==> config.mk <==
export PLATFORM = sky130hd
export DESIGN_NAME = rgb24_to_yuv420_converter_unit
export DESIGN_NICKNAME = d
export VERILOG_FILES = /design/src/sv/rgb2yuv_pkg.sv /design/src/sv/rgb24_to_yuv420_converter_unit.sv
export SDC_FILE = /design/constraint.sdc
export NUM_CORES = 1
export LEC_CHECK = 0
export BUFFER_PORTS_ARGS = -buffer_cell sky130_fd_sc_hd__buf_4
export CAP_MARGIN = 5
export CORE_UTILIZATION = 35
export DETAILED_ROUTE_END_ITERATION = 10
export GPL_TIMING_DRIVEN = 0
export HOLD_SLACK_MARGIN = 0.1
export PLACE_DENSITY_LB_ADDON = 0.1
export SYNTH_ARGS = -nofsm -noshare
export SYNTH_HDL_FRONTEND = slang
export SYNTH_SLANG_ARGS = --single-unit
==> constraint.sdc <==
create_clock -name clk -period 10 [get_ports clk]
set_input_delay 0.5 -clock clk [delete_from_list [all_inputs] [get_ports clk]]
set_output_delay 0.5 -clock clk [all_outputs]
set_load 0.005 [all_outputs]
==> src/sv/rgb2yuv_pkg.sv <==
// ----------------------------------------------------------------------------
// rgb2yuv_pkg - shared definitions for the RGB24 to YCbCr 4:2:0 converter
// Field widths, configuration register indexes, reset values, the chroma
// kind code and the BT.601 conversion coefficients.
// ----------------------------------------------------------------------------
package rgb2yuv_pkg;

	// Field widths.
	localparam int COMP_W     = 8;
	localparam int CFG_W      = 13;
	localparam int CFG_IDX_W  = 2;
	localparam int KIND_W     = 2;

	// Default frame size limits.
	localparam int MAX_WIDTH_DEF  = 4096;
	localparam int MAX_HEIGHT_DEF = 4096;

	// Register reset values.
	localparam logic [CFG_W-1:0] FRAME_WIDTH_RST  = 13'd640;
	localparam logic [CFG_W-1:0] FRAME_HEIGHT_RST = 13'd480;

	// Configuration register indexes.
	localparam logic [CFG_IDX_W-1:0] REG_FRAME_WIDTH  = 2'd0;
	localparam logic [CFG_IDX_W-1:0] REG_FRAME_HEIGHT = 2'd1;

	// What the chroma byte of a result carries.
	typedef enum logic [KIND_W-1:0] {
		KIND_NONE = 2'd0,
		KIND_U    = 2'd1,
		KIND_V    = 2'd2
	} chroma_kind_t;

	// Weighted sums are formed in this signed width.
	localparam int SUM_W = 18;
	typedef logic signed [SUM_W-1:0] sum_t;

	// BT.601 studio-range coefficients, scaled by 256.
	localparam sum_t Y_R = 18'sd66;
	localparam sum_t Y_G = 18'sd129;
	localparam sum_t Y_B = 18'sd25;
	localparam sum_t U_R = -18'sd38;
	localparam sum_t U_G = -18'sd74;
	localparam sum_t U_B = 18'sd112;
	localparam sum_t V_R = 18'sd112;
	localparam sum_t V_G = -18'sd94;
	localparam sum_t V_B = -18'sd18;
	localparam sum_t ROUND_BIAS = 18'sd128;

	localparam logic [COMP_W-1:0] LUMA_OFFSET   = 8'd16;
	localparam logic [COMP_W-1:0] CHROMA_OFFSET = 8'd128;

endpackage

==> src/sv/rgb24_to_yuv420_converter_unit.sv <==
// ----------------------------------------------------------------------------
// rgb24_to_yuv420_converter_unit - RGB24 pixel stream to YCbCr 4:2:0 samples
// Converts each raster-order pixel to BT.601 luma and, at even columns, one
// chroma sample (U on even rows, V on odd rows), flagging the frame's last
// pixel.
// ----------------------------------------------------------------------------
//
//  Channel   Direction  Signals                          Contents
//  s_axis    in         tvalid tready tdata[23:0]        red, green, blue
//  m_axis    out        tvalid tready tdata[15:0] tuser  luma, chroma; kind
//                       tlast                            frame end
//  cfg       in         valid ready index data           frame_width, height
//
//  One pixel is accepted per clock; its result passes the input register,
//  then the result register after the constant multiplies.
//  Sustained rate is one pixel per cycle, limited only by m_axis_tready.
//  A stall on m_axis holds the result register and backs up into the input
//  register; s_axis_tready drops only when both registers are full.
//  Reset clears the pipeline, the counters and restores 640 by 480.
//  cfg_ready is always high; writes should be made while the block is idle.
//
module rgb24_to_yuv420_converter_unit #(
	parameter int MAX_WIDTH  = rgb2yuv_pkg::MAX_WIDTH_DEF,
	parameter int MAX_HEIGHT = rgb2yuv_pkg::MAX_HEIGHT_DEF
) (
	input  logic        clk,
	input  logic        arst_n,
	// Pixel input.
	input  logic        s_axis_tvalid,
	output logic        s_axis_tready,
	input  logic [23:0] s_axis_tdata,   // red [7:0], green [15:8], blue [23:16]
	// Sample output.
	output logic        m_axis_tvalid,
	input  logic        m_axis_tready,
	output logic [15:0] m_axis_tdata,   // luma [7:0], chroma [15:8]
	output logic [1:0]  m_axis_tuser,   // chroma_kind [1:0]
	output logic        m_axis_tlast,   // frame_end
	// Configuration writes.
	input  logic                               cfg_valid,
	output logic                               cfg_ready,
	input  logic [rgb2yuv_pkg::CFG_IDX_W-1:0]  cfg_index,
	input  logic [rgb2yuv_pkg::CFG_W-1:0]      cfg_data
);

	localparam int CW = (MAX_WIDTH > 1) ? $clog2(MAX_WIDTH) : 1;
	localparam int RW = (MAX_HEIGHT > 1) ? $clog2(MAX_HEIGHT) : 1;
	localparam int LW = (CW + 1 > rgb2yuv_pkg::CFG_W) ? CW + 1 : rgb2yuv_pkg::CFG_W;
	localparam int LH = (RW + 1 > rgb2yuv_pkg::CFG_W) ? RW + 1 : rgb2yuv_pkg::CFG_W;

	// Configuration registers.
	logic [rgb2yuv_pkg::CFG_W-1:0] frame_width_q;
	logic [rgb2yuv_pkg::CFG_W-1:0] frame_height_q;

	// Raster position counters.
	logic [CW-1:0] col_q;
	logic [RW-1:0] row_q;

	// Input stage.
	logic                           valid_s1;
	logic [rgb2yuv_pkg::COMP_W-1:0] red_s1, green_s1, blue_s1;
	rgb2yuv_pkg::chroma_kind_t      kind_s1;
	logic                           last_s1;

	// Result stage.
	logic                           valid_s2;
	logic [rgb2yuv_pkg::COMP_W-1:0] luma_s2, chroma_s2;
	rgb2yuv_pkg::chroma_kind_t      kind_s2;
	logic                           last_s2;

	logic s_fire, adv_s2, adv_s1;
	logic [LW-1:0] w_ext, w_eff, w_last;
	logic [LH-1:0] h_ext, h_eff, h_last;
	logic row_end, frame_last;
	rgb2yuv_pkg::chroma_kind_t kind_next;

	// Handshake: the result register moves when empty or taken, the input
	// register moves when empty or when it can pass its item on.
	assign adv_s2        = !valid_s2 || m_axis_tready;
	assign adv_s1        = !valid_s1 || adv_s2;
	assign s_axis_tready = adv_s1;
	assign s_fire        = s_axis_tvalid && s_axis_tready;
	assign cfg_ready     = 1'b1;

	// Clamp the configured frame size into its meaningful range.
	always_comb begin
		w_ext = LW'(frame_width_q);
		h_ext = LH'(frame_height_q);
		if (w_ext < LW'(2)) begin
			w_eff = LW'(2);
		end else if (w_ext > LW'(MAX_WIDTH)) begin
			w_eff = LW'(MAX_WIDTH);
		end else begin
			w_eff = w_ext;
		end
		if (h_ext < LH'(1)) begin
			h_eff = LH'(1);
		end else if (h_ext > LH'(MAX_HEIGHT)) begin
			h_eff = LH'(MAX_HEIGHT);
		end else begin
			h_eff = h_ext;
		end
		w_last = w_eff - LW'(1);
		h_last = h_eff - LH'(1);
	end

	// Row and frame end, and the chroma kind from the current position.
	assign row_end    = LW'(col_q) >= w_last;
	assign frame_last = row_end && (LH'(row_q) >= h_last);

	always_comb begin
		if (col_q[0]) begin
			kind_next = rgb2yuv_pkg::KIND_NONE;
		end else if (row_q[0]) begin
			kind_next = rgb2yuv_pkg::KIND_V;
		end else begin
			kind_next = rgb2yuv_pkg::KIND_U;
		end
	end

	// Configuration writes; indexes past the list are ignored.
	always_ff @(posedge clk or negedge arst_n) begin
		if (!arst_n) begin
			frame_width_q  <= rgb2yuv_pkg::FRAME_WIDTH_RST;
			frame_height_q <= rgb2yuv_pkg::FRAME_HEIGHT_RST;
		end else if (cfg_valid && cfg_ready) begin
			if (cfg_index == rgb2yuv_pkg::REG_FRAME_WIDTH) begin
				frame_width_q <= cfg_data;
			end else if (cfg_index == rgb2yuv_pkg::REG_FRAME_HEIGHT) begin
				frame_height_q <= cfg_data;
			end
		end
	end

	// Position counters advance on every accepted pixel.
	always_ff @(posedge clk or negedge arst_n) begin
		if (!arst_n) begin
			col_q <= '0;
			row_q <= '0;
		end else if (s_fire) begin
			if (row_end) begin
				col_q <= '0;
				row_q <= frame_last ? '0 : row_q + RW'(1);
			end else begin
				col_q <= col_q + CW'(1);
			end
		end
	end

	// Input register.
	always_ff @(posedge clk or negedge arst_n) begin
		if (!arst_n) begin
			valid_s1 <= 1'b0;
		end else if (adv_s1) begin
			valid_s1 <= s_axis_tvalid;
		end
	end

	always_ff @(posedge clk) begin
		if (s_fire) begin
			red_s1   <= s_axis_tdata[7:0];
			green_s1 <= s_axis_tdata[15:8];
			blue_s1  <= s_axis_tdata[23:16];
			kind_s1  <= kind_next;
			last_s1  <= frame_last;
		end
	end

	// Weighted sums; the low byte of the floor shift is bits 15:8.
	rgb2yuv_pkg::sum_t r_x, g_x, b_x, y_sum, u_sum, v_sum;
	logic [rgb2yuv_pkg::COMP_W-1:0] luma_next, chroma_next;

	always_comb begin
		r_x = rgb2yuv_pkg::sum_t'({10'd0, red_s1});
		g_x = rgb2yuv_pkg::sum_t'({10'd0, green_s1});
		b_x = rgb2yuv_pkg::sum_t'({10'd0, blue_s1});
		y_sum = rgb2yuv_pkg::Y_R * r_x + rgb2yuv_pkg::Y_G * g_x
			+ rgb2yuv_pkg::Y_B * b_x + rgb2yuv_pkg::ROUND_BIAS;
		u_sum = rgb2yuv_pkg::U_R * r_x + rgb2yuv_pkg::U_G * g_x
			+ rgb2yuv_pkg::U_B * b_x + rgb2yuv_pkg::ROUND_BIAS;
		v_sum = rgb2yuv_pkg::V_R * r_x + rgb2yuv_pkg::V_G * g_x
			+ rgb2yuv_pkg::V_B * b_x + rgb2yuv_pkg::ROUND_BIAS;
		luma_next = y_sum[15:8] + rgb2yuv_pkg::LUMA_OFFSET;
		unique case (kind_s1)
			rgb2yuv_pkg::KIND_U: chroma_next = u_sum[15:8] + rgb2yuv_pkg::CHROMA_OFFSET;
			rgb2yuv_pkg::KIND_V: chroma_next = v_sum[15:8] + rgb2yuv_pkg::CHROMA_OFFSET;
			default:             chroma_next = '0;
		endcase
	end

	// Result register.
	always_ff @(posedge clk or negedge arst_n) begin
		if (!arst_n) begin
			valid_s2 <= 1'b0;
		end else if (adv_s2) begin
			valid_s2 <= valid_s1;
		end
	end

	always_ff @(posedge clk) begin
		if (adv_s2 && valid_s1) begin
			luma_s2   <= luma_next;
			chroma_s2 <= chroma_next;
			kind_s2   <= kind_s1;
			last_s2   <= last_s1;
		end
	end

	assign m_axis_tvalid = valid_s2;
	assign m_axis_tdata  = {chroma_s2, luma_s2};
	assign m_axis_tuser  = kind_s2;
	assign m_axis_tlast  = last_s2;

	// A pixel without chroma carries a zero chroma byte.
	a_no_chroma_zero: assert property (@(posedge clk) disable iff (!arst_n)
		m_axis_tvalid && (m_axis_tuser == rgb2yuv_pkg::KIND_NONE)
			|-> m_axis_tdata[15:8] == 8'd0)
		else $error("chroma byte nonzero on a pixel without chroma");

	// The last pixel of a frame wraps both counters.
	a_frame_wrap: assert property (@(posedge clk) disable iff (!arst_n)
		s_fire && frame_last |=> (col_q == '0) && (row_q == '0))
		else $error("counters did not wrap after the frame's last pixel");

	// Input backpressure only when both stages hold an item and output stalls.
	a_ready_only_full: assert property (@(posedge clk) disable iff (!arst_n)
		!s_axis_tready |-> valid_s1 && valid_s2 && !m_axis_tready)
		else $error("input stalled while the pipeline had room");

	// An accepted pixel lands in the input register.
	a_fill_s1: assert property (@(posedge clk) disable iff (!arst_n)
		s_fire |=> valid_s1)
		else $error("accepted pixel lost from the input register");

endmodule

==> load_flow_metrics.sql, run 1 <==
INSERT INTO impl_metrics (metric_group, metric, value, unit) VALUES
('sta', 'period_needed', '6.575', 'ns'),
('die', 'initial_core_util', '0.3561', ''),
('finish', 'fillers', '3825', ''),
('global_routing', 'groute.layer.met1.usage', '0.2235', ''),
('sta', 'final.period_utilization', '0.6575', ''),
('sta', 'setup_viol', '0', ''),
('finish', 'layout.nets', '1883', ''),
('flow_run', 'cap_violations', '0', ''),
('synthesis', 'avgSynthCellArea', '9.935', 'µm²'),
('setup_path', 'critPathLaunch', 'green_s1[2]', ''),
('route', 'drt_first_pass_iters', '7', ''),
('global_routing', 'grt_util_all_layers', '0.1729', ''),
('synthesis', 'leading_area_contributor_after_synthesis', 'sky130_fd_sc_hd__ha_1', ''),
('placement', 'hpwl_after_detailed_placement', '26420', 'µm'),
('sta', 'worst_clock_skew', '0.02319', 'ns'),
('pwr', 'vdd_drop_max', '0.0002304', 'V'),
('synthesis', 'netlist_area', '0.01341', 'mm²'),
('global_routing', 'grt.met3_usage', '0.02027', ''),
('sta', 'timing.fmax', '0.1521', 'GHz'),
('sta', 'timing_worst_slew_pin_value', '1.179', 'ns'),
('min_path', 'hold_path_class', 'input pin to async pin', ''),
('sta', 'report.final.hold_viol_count', '0', ''),
('route', 'drc_errors', '0', ''),
('clock_network', 'tritoncts', 'done', ''),
('finish', 'syn2layout_area_growth', '10.76', '%'),
('finish', 'final_cell_mix', 'sky130_fd_sc_hd__ha_1, sky130_fd_sc_hd__inv_1, sky130_fd_sc_hd__fa_1', ''),
('finish', 'postLayoutCellArea', '0.01486', 'mm²'),
('die', 'die_w', '197.8', 'µm'),
('synthesis', 'number_of_synthesized_flops_with_an_enable_pin', '46', ''),
('clock_network', 'cts_hold_buffers', '0', ''),
('synthesis', 'post_synth_inst_count', '1350', ''),
('global_routing', 'first_global_vias', '9731', ''),
('run_status', 'run_status', 'completed', ''),
('placement', 'placedInstanceArea', '0.01453', 'mm²'),
('synthesis', 'syn_nets', '1807', ''),
('finish', 'final_layout_size_suffix_gt1_frac', '0.09085', ''),
('global_routing', 'top_usage_layer', 'met2', ''),
('setup_path', 'cp-end-kind', 'flop', ''),
('setup_path', 'path_delay_family', 'adder cells', ''),
('clock_network', 'root_buffer', 'sky130_fd_sc_hd__clkbuf_16', ''),
('setup_path', 'worstPathArrival', '6.78', 'ns'),
('finish', 'ff_latch_area', '0.002690', 'mm²'),
('clock_network', 'numClockSinks', '98', ''),
('clock_network', 'h-tree-depth', '3', ''),
('clock_network', 'cts_setup_buffers', '0', ''),
('die', 'coreArea', '0.03767', 'mm²'),
('setup_path', 'critPathLaunchType', 'flop', ''),
('setup_path', 'critical_path_peak_fanout', '8', ''),
('synthesis', 'synth.distinct_cells', '73', ''),
('sta', 'slew_margin_rel', '0.2139', ''),
('global_routing', 'wire_length_of_the_first_global_routing_pass', '51410', 'µm'),
('synthesis', 'synth.area.top_cells', 'sky130_fd_sc_hd__ha_1, sky130_fd_sc_hd__fa_1, sky130_fd_sc_hd__edfxtp_1', ''),
('setup_path', 'crit-reg2reg-launch', 'green_s1[2]', ''),
('synthesis', 'synth-seq-area-share', '0.2006', ''),
('synthesis', 'yosys_warnings', '0', ''),
('route', 'via_count', '9347', ''),
('finish', 'multi_input_area', '0.009731', 'mm²'),
('sta', 'report.final.slew_viol_count', '0', ''),
('die', 'placementRows', '71', ''),
('sta', 'fin_tns_setup', '0', 'ns'),
('global_routing', 'use_met2', '0.3058', ''),
('setup_path', 'critical_path_buf_inv_count', '5', ''),
('pwr', 'power.total', '5.067', 'mW'),
('route', 'routed_wirelength', '31490', 'µm'),
('route', 'routed_via_density', '4.813', ''),
('setup_path', 'critical_path.slowest_cell', 'sky130_fd_sc_hd__edfxtp_1', ''),
('setup_path', 'slowest_delay', '0.69', 'ns'),
('sta', 'setup_repair_after_global_routing_missed_its_margin', 'false', ''),
('synthesis', 'ffs_w_async_s_r_synth', '0.5306', ''),
('die', 'floorplan.die_area', '0.03911', 'mm²'),
('global_routing', 'grt_antenna_before_repair', '0', '');
-- power by group --
group | switching (mW) | internal [mW]
clock network | 0.183 | 0.189
registers | 0.0858 | 0.563
logic | 2.19 | 1.86
total | 2.46 | 2.61
-- area by class of cell --
type                            instances  share of cell area
Clock inverter                          4            0.002527
Buffer                                 19            0.006148
Multi-Input combinational cell        993              0.6550
Inverter                              240             0.06064
Timing Repair Buffer                   65             0.03420
Clock buffer                           12             0.01735
Tap cell                              511             0.04304
Sequential cell                        98              0.1811
-- routing by layer --
metal / part of all wire / vias to the layer above / wire (µm)
met4: 0.013 / 0 / 398
met5: 0 / - / 0
met2: 0.50 / 88 / 15650
met1: 0.47 / 4460 / 14810
met3: 0.020 / 18 / 638
li1: - / 4781 / -
-- worst reg2reg max path, delay by kind of cell, from the launching register on --
family	cells	cell delay, ns
AND/OR/NAND/NOR	3	0.35
flip-flops	1	0.69
buffers and inverters	5	0.37
AO/OA/AOI/OAI	8	1.52
XOR/XNOR	2	0.43
adder cells (fa/ha/maj)	8	3.04
-- registers in the layout, indices dropped and copies added (netlist names), 2 cells and up --
register	flops
red_s1	8
luma_s2	8
chroma_s2	8
frame_width_q	13
green_s1	8
row_q	12
m_axis_tuser	2
frame_height_q	13
blue_s1	8
col_q	12
kind_s1	2
-- synthesized netlist by cell type, types with 4 or more instances --
cell and number:
sky130_fd_sc_hd__a211oi_1 7, sky130_fd_sc_hd__a21o_1 23, sky130_fd_sc_hd__a21oi_1 55, sky130_fd_sc_hd__a22oi_1 8, sky130_fd_sc_hd__a31oi_1 8, sky130_fd_sc_hd__and3_1 8, sky130_fd_sc_hd__buf_2 4, sky130_fd_sc_hd__clkbuf_1 10
sky130_fd_sc_hd__dfrtp_1 46, sky130_fd_sc_hd__dfstp_2 6, sky130_fd_sc_hd__edfxtp_1 46, sky130_fd_sc_hd__fa_1 106, sky130_fd_sc_hd__ha_1 307, sky130_fd_sc_hd__inv_1 239, sky130_fd_sc_hd__mux2_2 26, sky130_fd_sc_hd__nand2_1 41
sky130_fd_sc_hd__nand2b_1 19, sky130_fd_sc_hd__nand3_1 17, sky130_fd_sc_hd__nand3b_1 4, sky130_fd_sc_hd__nand4_1 8, sky130_fd_sc_hd__nor2_1 70, sky130_fd_sc_hd__nor2b_1 11, sky130_fd_sc_hd__nor3_1 24, sky130_fd_sc_hd__nor4_1 11
sky130_fd_sc_hd__o2111ai_1 6, sky130_fd_sc_hd__o211ai_1 7, sky130_fd_sc_hd__o21a_1 9, sky130_fd_sc_hd__o21ai_0 44, sky130_fd_sc_hd__o21bai_1 17, sky130_fd_sc_hd__o221ai_1 4, sky130_fd_sc_hd__o22ai_1 5, sky130_fd_sc_hd__or3_1 11
sky130_fd_sc_hd__xnor2_1 57, sky130_fd_sc_hd__xor2_1 24
-- worst paths after layout --
path	endpoint	slack, ns	depth (start not counted)
worst max-delay path	chroma_s2[7]	3.42	26
worst min-delay path	frame_width_q[10]	0.16	1
worst max register to register	chroma_s2[7]	3.42	26
worst min register to register	m_axis_tlast	0.42	0
max in group asynchronous	row_q[0]	9.39	1
min in group clk	red_s1[5]	0.28	1
-- per-stage QoR --
stage | setup WS [ns] | cells | util
floorplan | 4.268 | 1350 | -
global placement | 3.257 | 1925 | 0.3858
detailed placement | 3.254 | 1925 | 0.3858
CTS | 3.228 | 1941 | 0.3937
global route | 2.876 | 1942 | 0.3944
finish | 3.425 | 1942 | 0.3944
-- kinds of logic (layout without fill, tap and decap cells) --
kind of cell	Yosys count	after routing	synth area share
fa+ha+maj	413	413	0.4446
mux	26	26	0.02183
xor+xnor	82	82	0.05457
simple gates	247	247	0.09478
buf+inv	259	340	0.07397
compound gates	224	224	0.1094
flops	98	98	0.2006
other cells	1	1	0.0002796
Note: power is estimated with default switching activity, not from simulation.
==> inputs of run 2 (changes only) <==
- clock period: 10 -> 6.6 ns (I/O delays scaled with it)
==> load_flow_metrics.sql, run 2 (synthesis gave the netlist of run 1 again) <==
INSERT INTO impl_metrics (metric_group, metric, value, unit) VALUES
('global_routing', 'grt.met3_usage', '0.02027', ''),
('placement', 'dp_cells', '1925', ''),
('finish', 'layout.nets', '1915', ''),
('global_routing', 'wire_length_of_the_first_global_routing_pass', '51560', 'µm'),
('setup_path', 'reg2reg_setup_slack', '0.44', 'ns'),
('route', 'drc_errors', '0', ''),
('global_routing', 'use_met2', '0.3061', ''),
('die', 'top_level_ports', '66', ''),
('global_routing', 'grt_antenna_before_repair', '0', ''),
('setup_path', 'path_cells', 'ha_1 -> fa_1 -> inv_1 -> fa_1 -> inv_1 -> fa_1 -> inv_1 -> ha_1 -> o21ai_0 -> nand2_1 -> a31oi_1 -> xor2_1 -> fa_1 -> inv_1 -> ha_1 -> ha_1 -> o41ai_2 -> o21ai_1 -> a21oi_1 -> xnor2_1 -> o32ai_1', ''),
('global_routing', 'groute.layer.met1.usage', '0.2249', ''),
('setup_path', 'path_delay_family', 'adder cells', ''),
('finish', 'final_util', '0.4011', ''),
('route', 'drt_first_iter_violations', '342', ''),
('clock_network', 'numClockSinks', '98', ''),
('clock_network', 'path_clk_slew', '0.08', 'ns'),
('sta', 'fin_tns_setup', '0', 'ns'),
('finish', 'final_layout_size_suffix_gt1_frac', '0.1100', ''),
('min_path', 'hold_path_class', 'input pin to flop', ''),
('placement', 'hpwl_after_detailed_placement', '26420', 'µm'),
('die', 'initial_core_util', '0.3561', ''),
('global_routing', 'grt_util_all_layers', '0.1735', ''),
('die', 'floorplan.die_area', '0.03911', 'mm²'),
('finish', 'postLayoutCellArea', '0.01511', 'mm²'),
('setup_path', 'cp-end-kind', 'flop', ''),
('sta', 'slew_margin_rel', '0.2149', ''),
('finish', 'fillers', '3818', ''),
('clock_network', 'cts_max_path_buffers', '2', ''),
('clock_network', 'tritoncts.num_buffers', '9', ''),
('route', 'routed_wirelength', '31740', 'µm'),
('route', 'routed_via_density', '4.787', ''),
('clock_network', 'clock_latency', '0.39', 'ns'),
('setup_path', 'critical_path_peak_fanout', '7', ''),
('setup_path', 'worst_ep_required_time', '6.80', 'ns'),
('pwr', 'vdd_drop_max', '0.0003576', 'V'),
('clock_network', 'h-tree-depth', '3', ''),
('min_path', 'hold_path_depth', '1', ''),
('route', 'post_drt_wl_per_cell', '16.08', 'µm'),
('sta', 'timing.fmax', '0.1623', 'GHz'),
('finish', 'biggest_regs', 'frame_height_q x13, frame_width_q x13', ''),
('finish', 'diodes', '0', ''),
('die', 'height_of_the_die', '197.8', 'µm'),
('setup_path', 'critPathLaunch', 'green_s1[6]', ''),
('clock_network', 'root_buffer', 'sky130_fd_sc_hd__clkbuf_16', ''),
('run_status', 'run_status', 'completed', ''),
('setup_path', 'worstPathArrival', '6.37', 'ns'),
('finish', 'syn2layout_area_growth', '12.63', '%'),
('setup_path', 'cp_num_cells', '21', ''),
('sta', 'fin_worst_hold_slack', '0.1174', 'ns'),
('sta', 'setup_repair_after_global_routing_missed_its_margin', 'false', ''),
('die', 'placementRows', '71', ''),
('placement', 'portBuffers', '64', ''),
('sta', 'report.final.slew_viol_count', '0', ''),
('setup_path', 'slowest_delay', '0.59', 'ns'),
('setup_path', 'rr_worst_depth', '21', ''),
('pwr', 'p_leak', '7.520', 'nW'),
('setup_path', 'timing_worst_setup_path_type', 'flop to flop', ''),
('pwr', 'p_per_cell_area', '511.7', 'mW/mm²'),
('sta', 'timing_worst_slew_pin_value', '1.178', 'ns'),
('setup_path', 'critical_path_buf_inv_count', '4', ''),
('setup_path', 'critical_path.slowest_cell', 'sky130_fd_sc_hd__edfxtp_1', ''),
('sta', 'period_needed', '6.163', 'ns'),
('clock_network', 'tritoncts', 'done', ''),
('setup_path', 'critPathLaunchType', 'flop', ''),
('setup_path', 'timing.rr.end', 'chroma_s2[7]', ''),
('global_routing', 'global_route.overflow_total', '0', ''),
('finish', 'layout_commonest_cell', 'sky130_fd_sc_hd__ha_1', ''),
('global_routing', 'first_global_vias', '9733', ''),
('die', 'coreArea', '0.03767', 'mm²'),
('sta', 'worst_clock_skew', '0.01986', 'ns'),
('setup_path', 'crit-reg2reg-launch', 'green_s1[6]', ''),
('sta', 'final.period_utilization', '0.9338', ''),
('placement', 'gp_congestion', '0.7875', ''),
('placement', 'placedInstanceArea', '0.01453', 'mm²'),
('sta', 'report.final.hold_viol_count', '0', ''),
('finish', 'final_cell_mix', 'sky130_fd_sc_hd__ha_1, sky130_fd_sc_hd__inv_1, sky130_fd_sc_hd__fa_1', ''),
('route', 'drt_first_pass_iters', '5', ''),
('finish', 'final_cell_count_no_fill', '1974', ''),
('global_routing', 'grt_start_max_net_pins', '53', ''),
('die', 'die_w', '197.8', 'µm'),
('global_routing', 'top_usage_layer', 'met2', ''),
('setup_path', 'setup.worst_path.end', 'chroma_s2[7]', ''),
('route', 'via_count', '9449', ''),
('route', 'antenna_violating_nets_remaining', '0', ''),
('flow_run', 'cap_violations', '0', ''),
('sta', 'setup_viol', '0', '');
[run 2: layer usage]
metal | vias up | routed length, µm
met4 | 0 | 398
met5 | - | 0
met2 | 86 | 15730
met3 | 17 | 819
li1 | 4847 | -
met1 | 4499 | 14790
[run 2: final cells by class]
type,count,area [µm²],area share
inverter,240,900.9,0.05963
tap,511,639.4,0.04232
clock inverter,4,37.54,0.002485
multi-input combinational,993,9737,0.6445
buffer,19,91.34,0.006046
clock buffer,12,257.7,0.01706
timing repair buffer,97,753.2,0.04986
sequential,98,2690,0.1781
[run 2: worst min path at each step]
stage / slack, ns / from / endpoint
3_5_place_dp: 0.40 / last_s1 / m_axis_tlast
3_3_place_gp: 0.40 / last_s1 / m_axis_tlast
2_1_floorplan: 0.03 / arst_n / col_q[0]
5_1_grt: 0.10 / s_axis_tdata[7] / red_s1[7]
4_1_cts: 0.10 / s_axis_tdata[7] / red_s1[7]
6_report: 0.12 / s_axis_tdata[7] / red_s1[7]
[run 2: through the flow]
| step | setup slack [ns] | total power, mW |
|---|---|---|
| CTS | 0.1175 | 7.855 |
| detailed placement | -0.1456 | 7.197 |
| global placement | -0.1435 | 7.168 |
| finish | 0.4367 | 7.731 |
| global route | 0.003229 | 8.767 |
| floorplan | 0.8680 | 5.731 |
[run 2: where the power goes]
part           switching [mW]  internal, mW
Combinational            3.35          2.84
Clock                   0.280         0.286
Sequential              0.118         0.853
Total                    3.75          3.98
[run 2: what timing repair did]
action                                  in CTS  in global routing
gates resized for setup                      0                  2
setup buffers                                5                 25
hold endpoints to repair                    47                  0
endpoints found under the setup margin       1                  5
hold buffers                                 2                  0
==> inputs of run 3 (changes only) <==
- REMOVE_ABC_BUFFERS: unset -> 1
==> load_flow_metrics.sql, run 3 (synthesis gave the netlist of run 1 again) <==
INSERT INTO impl_metrics (metric_group, metric, value, unit) VALUES
('run_status', 'run_status', 'completed', ''),
('pwr', 'internal_power', '4.047', 'mW'),
('setup_path', 'timing_worst_setup_path_type', 'flop to flop', ''),
('global_routing', 'first_global_vias', '9368', ''),
('setup_path', 'worst_ep_required_time', '6.77', 'ns'),
('sta', 'setup_viol', '0', ''),
('sta', 'postLayoutSetupSlackWorst', '0.4366', 'ns'),
('pwr', 'power_switching', '3.818', 'mW'),
('setup_path', 'critical_path.slowest_cell', 'sky130_fd_sc_hd__edfxtp_1', ''),
('pwr', 'power.total', '7.865', 'mW'),
('clock_network', 'cts_max_path_buffers', '2', ''),
('pwr', 'p_leak', '7.473', 'nW'),
('clock_network', 'path_clk_slew', '0.07', 'ns'),
('setup_path', 'critical_path_peak_fanout', '7', ''),
('clock_network', 'root_buffer', 'sky130_fd_sc_hd__clkbuf_16', ''),
('finish', 'layout_commonest_cell', 'sky130_fd_sc_hd__ha_1', ''),
('finish', 'biggest_regs', 'frame_height_q x13, frame_width_q x13', ''),
('route', 'post_drt_wl_per_cell', '16.00', 'µm'),
('setup_path', 'worstPathArrival', '6.34', 'ns'),
('clock_network', 'tritoncts.num_buffers', '9', ''),
('clock_network', 'h-tree-depth', '3', ''),
('die', 'top_level_ports', '66', ''),
('pwr', 'seqPwrFrac', '0.124', ''),
('global_routing', 'grt_util_all_layers', '0.1691', ''),
('sta', 'report.final.slew_viol_count', '0', ''),
('sta', 'fin_worst_hold_slack', '0.1363', 'ns'),
('clock_network', 'clock_latency', '0.37', 'ns'),
('pwr', 'clock_power_share', '0.073', ''),
('finish', 'final_cell_count_no_fill', '1949', ''),
('setup_path', 'cp-end-kind', 'flop', ''),
('sta', 'final.period_utilization', '0.9339', ''),
('placement', 'placedInstanceArea', '0.01447', 'mm²'),
('finish', 'final_layout_size_suffix_gt1_frac', '0.1057', ''),
('finish', 'postLayoutCellArea', '0.01501', 'mm²'),
('setup_path', 'slowest_delay', '0.57', 'ns'),
('global_routing', 'wire_length_of_the_first_global_routing_pass', '50340', 'µm'),
('die', 'initial_core_util', '0.3561', ''),
('pwr', 'power.switching_fraction', '0.4854', ''),
('placement', 'gp_congestion', '0.7699', ''),
('route', 'drt_first_iter_violations', '254', ''),
('pwr', 'vdd_drop_max', '0.0003391', 'V'),
('finish', 'final_cell_mix', 'sky130_fd_sc_hd__ha_1, sky130_fd_sc_hd__inv_1, sky130_fd_sc_hd__fa_1', ''),
('setup_path', 'cpMostUsedCell', 'sky130_fd_sc_hd__inv_1', ''),
('placement', 'hpwl_after_detailed_placement', '26090', 'µm'),
('route', 'drt_first_pass_iters', '4', ''),
('finish', 'layout.nets', '1890', ''),
('die', 'height_of_the_die', '197.8', 'µm'),
('sta', 'timing.fmax', '0.1622', 'GHz'),
('route', 'routed_via_density', '4.823', ''),
('setup_path', 'path_cells', 'ha_1 -> fa_1 -> inv_1 -> fa_1 -> inv_1 -> fa_1 -> inv_1 -> ha_1 -> inv_1 -> a21oi_1 -> nand2b_1 -> fa_1 -> inv_1 -> ha_1 -> ha_1 -> o21a_1 -> o21ai_0 -> a31oi_1 -> o41ai_4 -> o21ai_1 -> a21oi_1 -> xnor2_1 -> o32ai_1', ''),
('min_path', 'hold_path_class', 'input pin to flop', ''),
('clock_network', 'tritoncts', 'done', ''),
('die', 'coreArea', '0.03767', 'mm²'),
('global_routing', 'grt_start_max_net_pins', '53', ''),
('die', 'floorplan.die_area', '0.03911', 'mm²'),
('finish', 'diodes', '0', ''),
('clock_network', 'numClockSinks', '98', ''),
('setup_path', 'critPathLaunchType', 'flop', ''),
('placement', 'dp_cells', '1909', ''),
('die', 'placementRows', '71', ''),
('finish', 'final_util', '0.3985', ''),
('flow_run', 'cap_violations', '0', ''),
('setup_path', 'critical_path_buf_inv_count', '5', ''),
('setup_path', 'path_delay_family', 'adder cells', ''),
('die', 'die_w', '197.8', 'µm'),
('route', 'via_count', '9400', ''),
('sta', 'setup_repair_after_global_routing_missed_its_margin', 'false', ''),
('pwr', 'p_per_cell_area', '523.9', 'mW/mm²'),
('sta', 'slew_margin_rel', '0.2018', ''),
('placement', 'portBuffers', '64', ''),
('sta', 'worst_clock_skew', '0.009846', 'ns'),
('pwr', 'pwr-share-comb', '0.803', ''),
('route', 'routed_wirelength', '31190', 'µm'),
('route', 'drc_errors', '0', ''),
('global_routing', 'global_route.overflow_total', '0', ''),
('finish', 'syn2layout_area_growth', '11.91', '%'),
('placement', 'dp_worst_setup_slack', '-0.2539', 'ns'),
('global_routing', 'grt_antenna_before_repair', '0', ''),
('sta', 'fin_tns_setup', '0', 'ns'),
('route', 'antenna_violating_nets_remaining', '0', ''),
('sta', 'report.final.hold_viol_count', '0', ''),
('sta', 'period_needed', '6.163', 'ns'),
('sta', 'timing_worst_slew_pin_value', '1.197', 'ns');
-- run 3: cell count changes in the layout (fill, tap and decap cells not counted), moves of 2 or more --
cell and change:
sky130_fd_sc_hd__o21ai_1 +2, sky130_fd_sc_hd__xnor2_1 -2, sky130_fd_sc_hd__o21ai_0 -2, sky130_fd_sc_hd__buf_4 -8, sky130_fd_sc_hd__clkbuf_1 -11, sky130_fd_sc_hd__xnor2_2 +2, sky130_fd_sc_hd__buf_2 -4, sky130_fd_sc_hd__buf_1 -2
-- run 3: final timing paths --
path,from,to,slack [ns],cells past startpoint
setup reg to reg,green_s1[6],chroma_s2[7],0.44,23
min in group asynchronous,arst_n,frame_width_q[10],0.52,2
hold reg to reg,last_s1,m_axis_tlast,0.44,0
max in group asynchronous,arst_n,col_q[8],5.57,2
hold / removal,s_axis_tdata[21],blue_s1[5],0.14,1
setup / recovery,green_s1[6],chroma_s2[7],0.44,23
-- run 3: timing repair --
item,in CTS,in global routing
endpoints found under the setup margin,2,4
endpoints found under the hold margin,46,0
cloned,0,0
hold buffers,1,0
gates resized for setup,0,6
setup buffers,6,16
-- run 3: final cells by class --
type | instances | area [µm²]
sequential | 98 | 2690
inverter | 240 | 900.9
clock inverter | 3 | 23.77
clock buffer | 13 | 292.8
tap | 511 | 639.4
timing repair buffer | 91 | 701.9
fill | 3801 | 22660
multi-input combinational | 993 | 9762
-- run 3: metal layers --
metal / part of all wire / vias to the layer above / track usage
li1: - / 4808 / -
met1: 0.47 / 4522 / 0.2213
met2: 0.50 / 56 / 0.2981
met3: 0.015 / 14 / 0.01584
met4: 0.011 / 0 / 0.04192
met5: 0 / - / 0
-- run 3: power by group through the flow --
stage	registers (mW)	logic [mW]	clock network, mW
2_1_floorplan	0.960	4.76	0
3_3_place_gp	1.01	6.22	0
3_5_place_dp	1.01	6.23	0
4_1_cts	0.990	6.32	0.597
5_1_grt	1.00	7.28	0.616
6_report	0.977	6.31	0.575
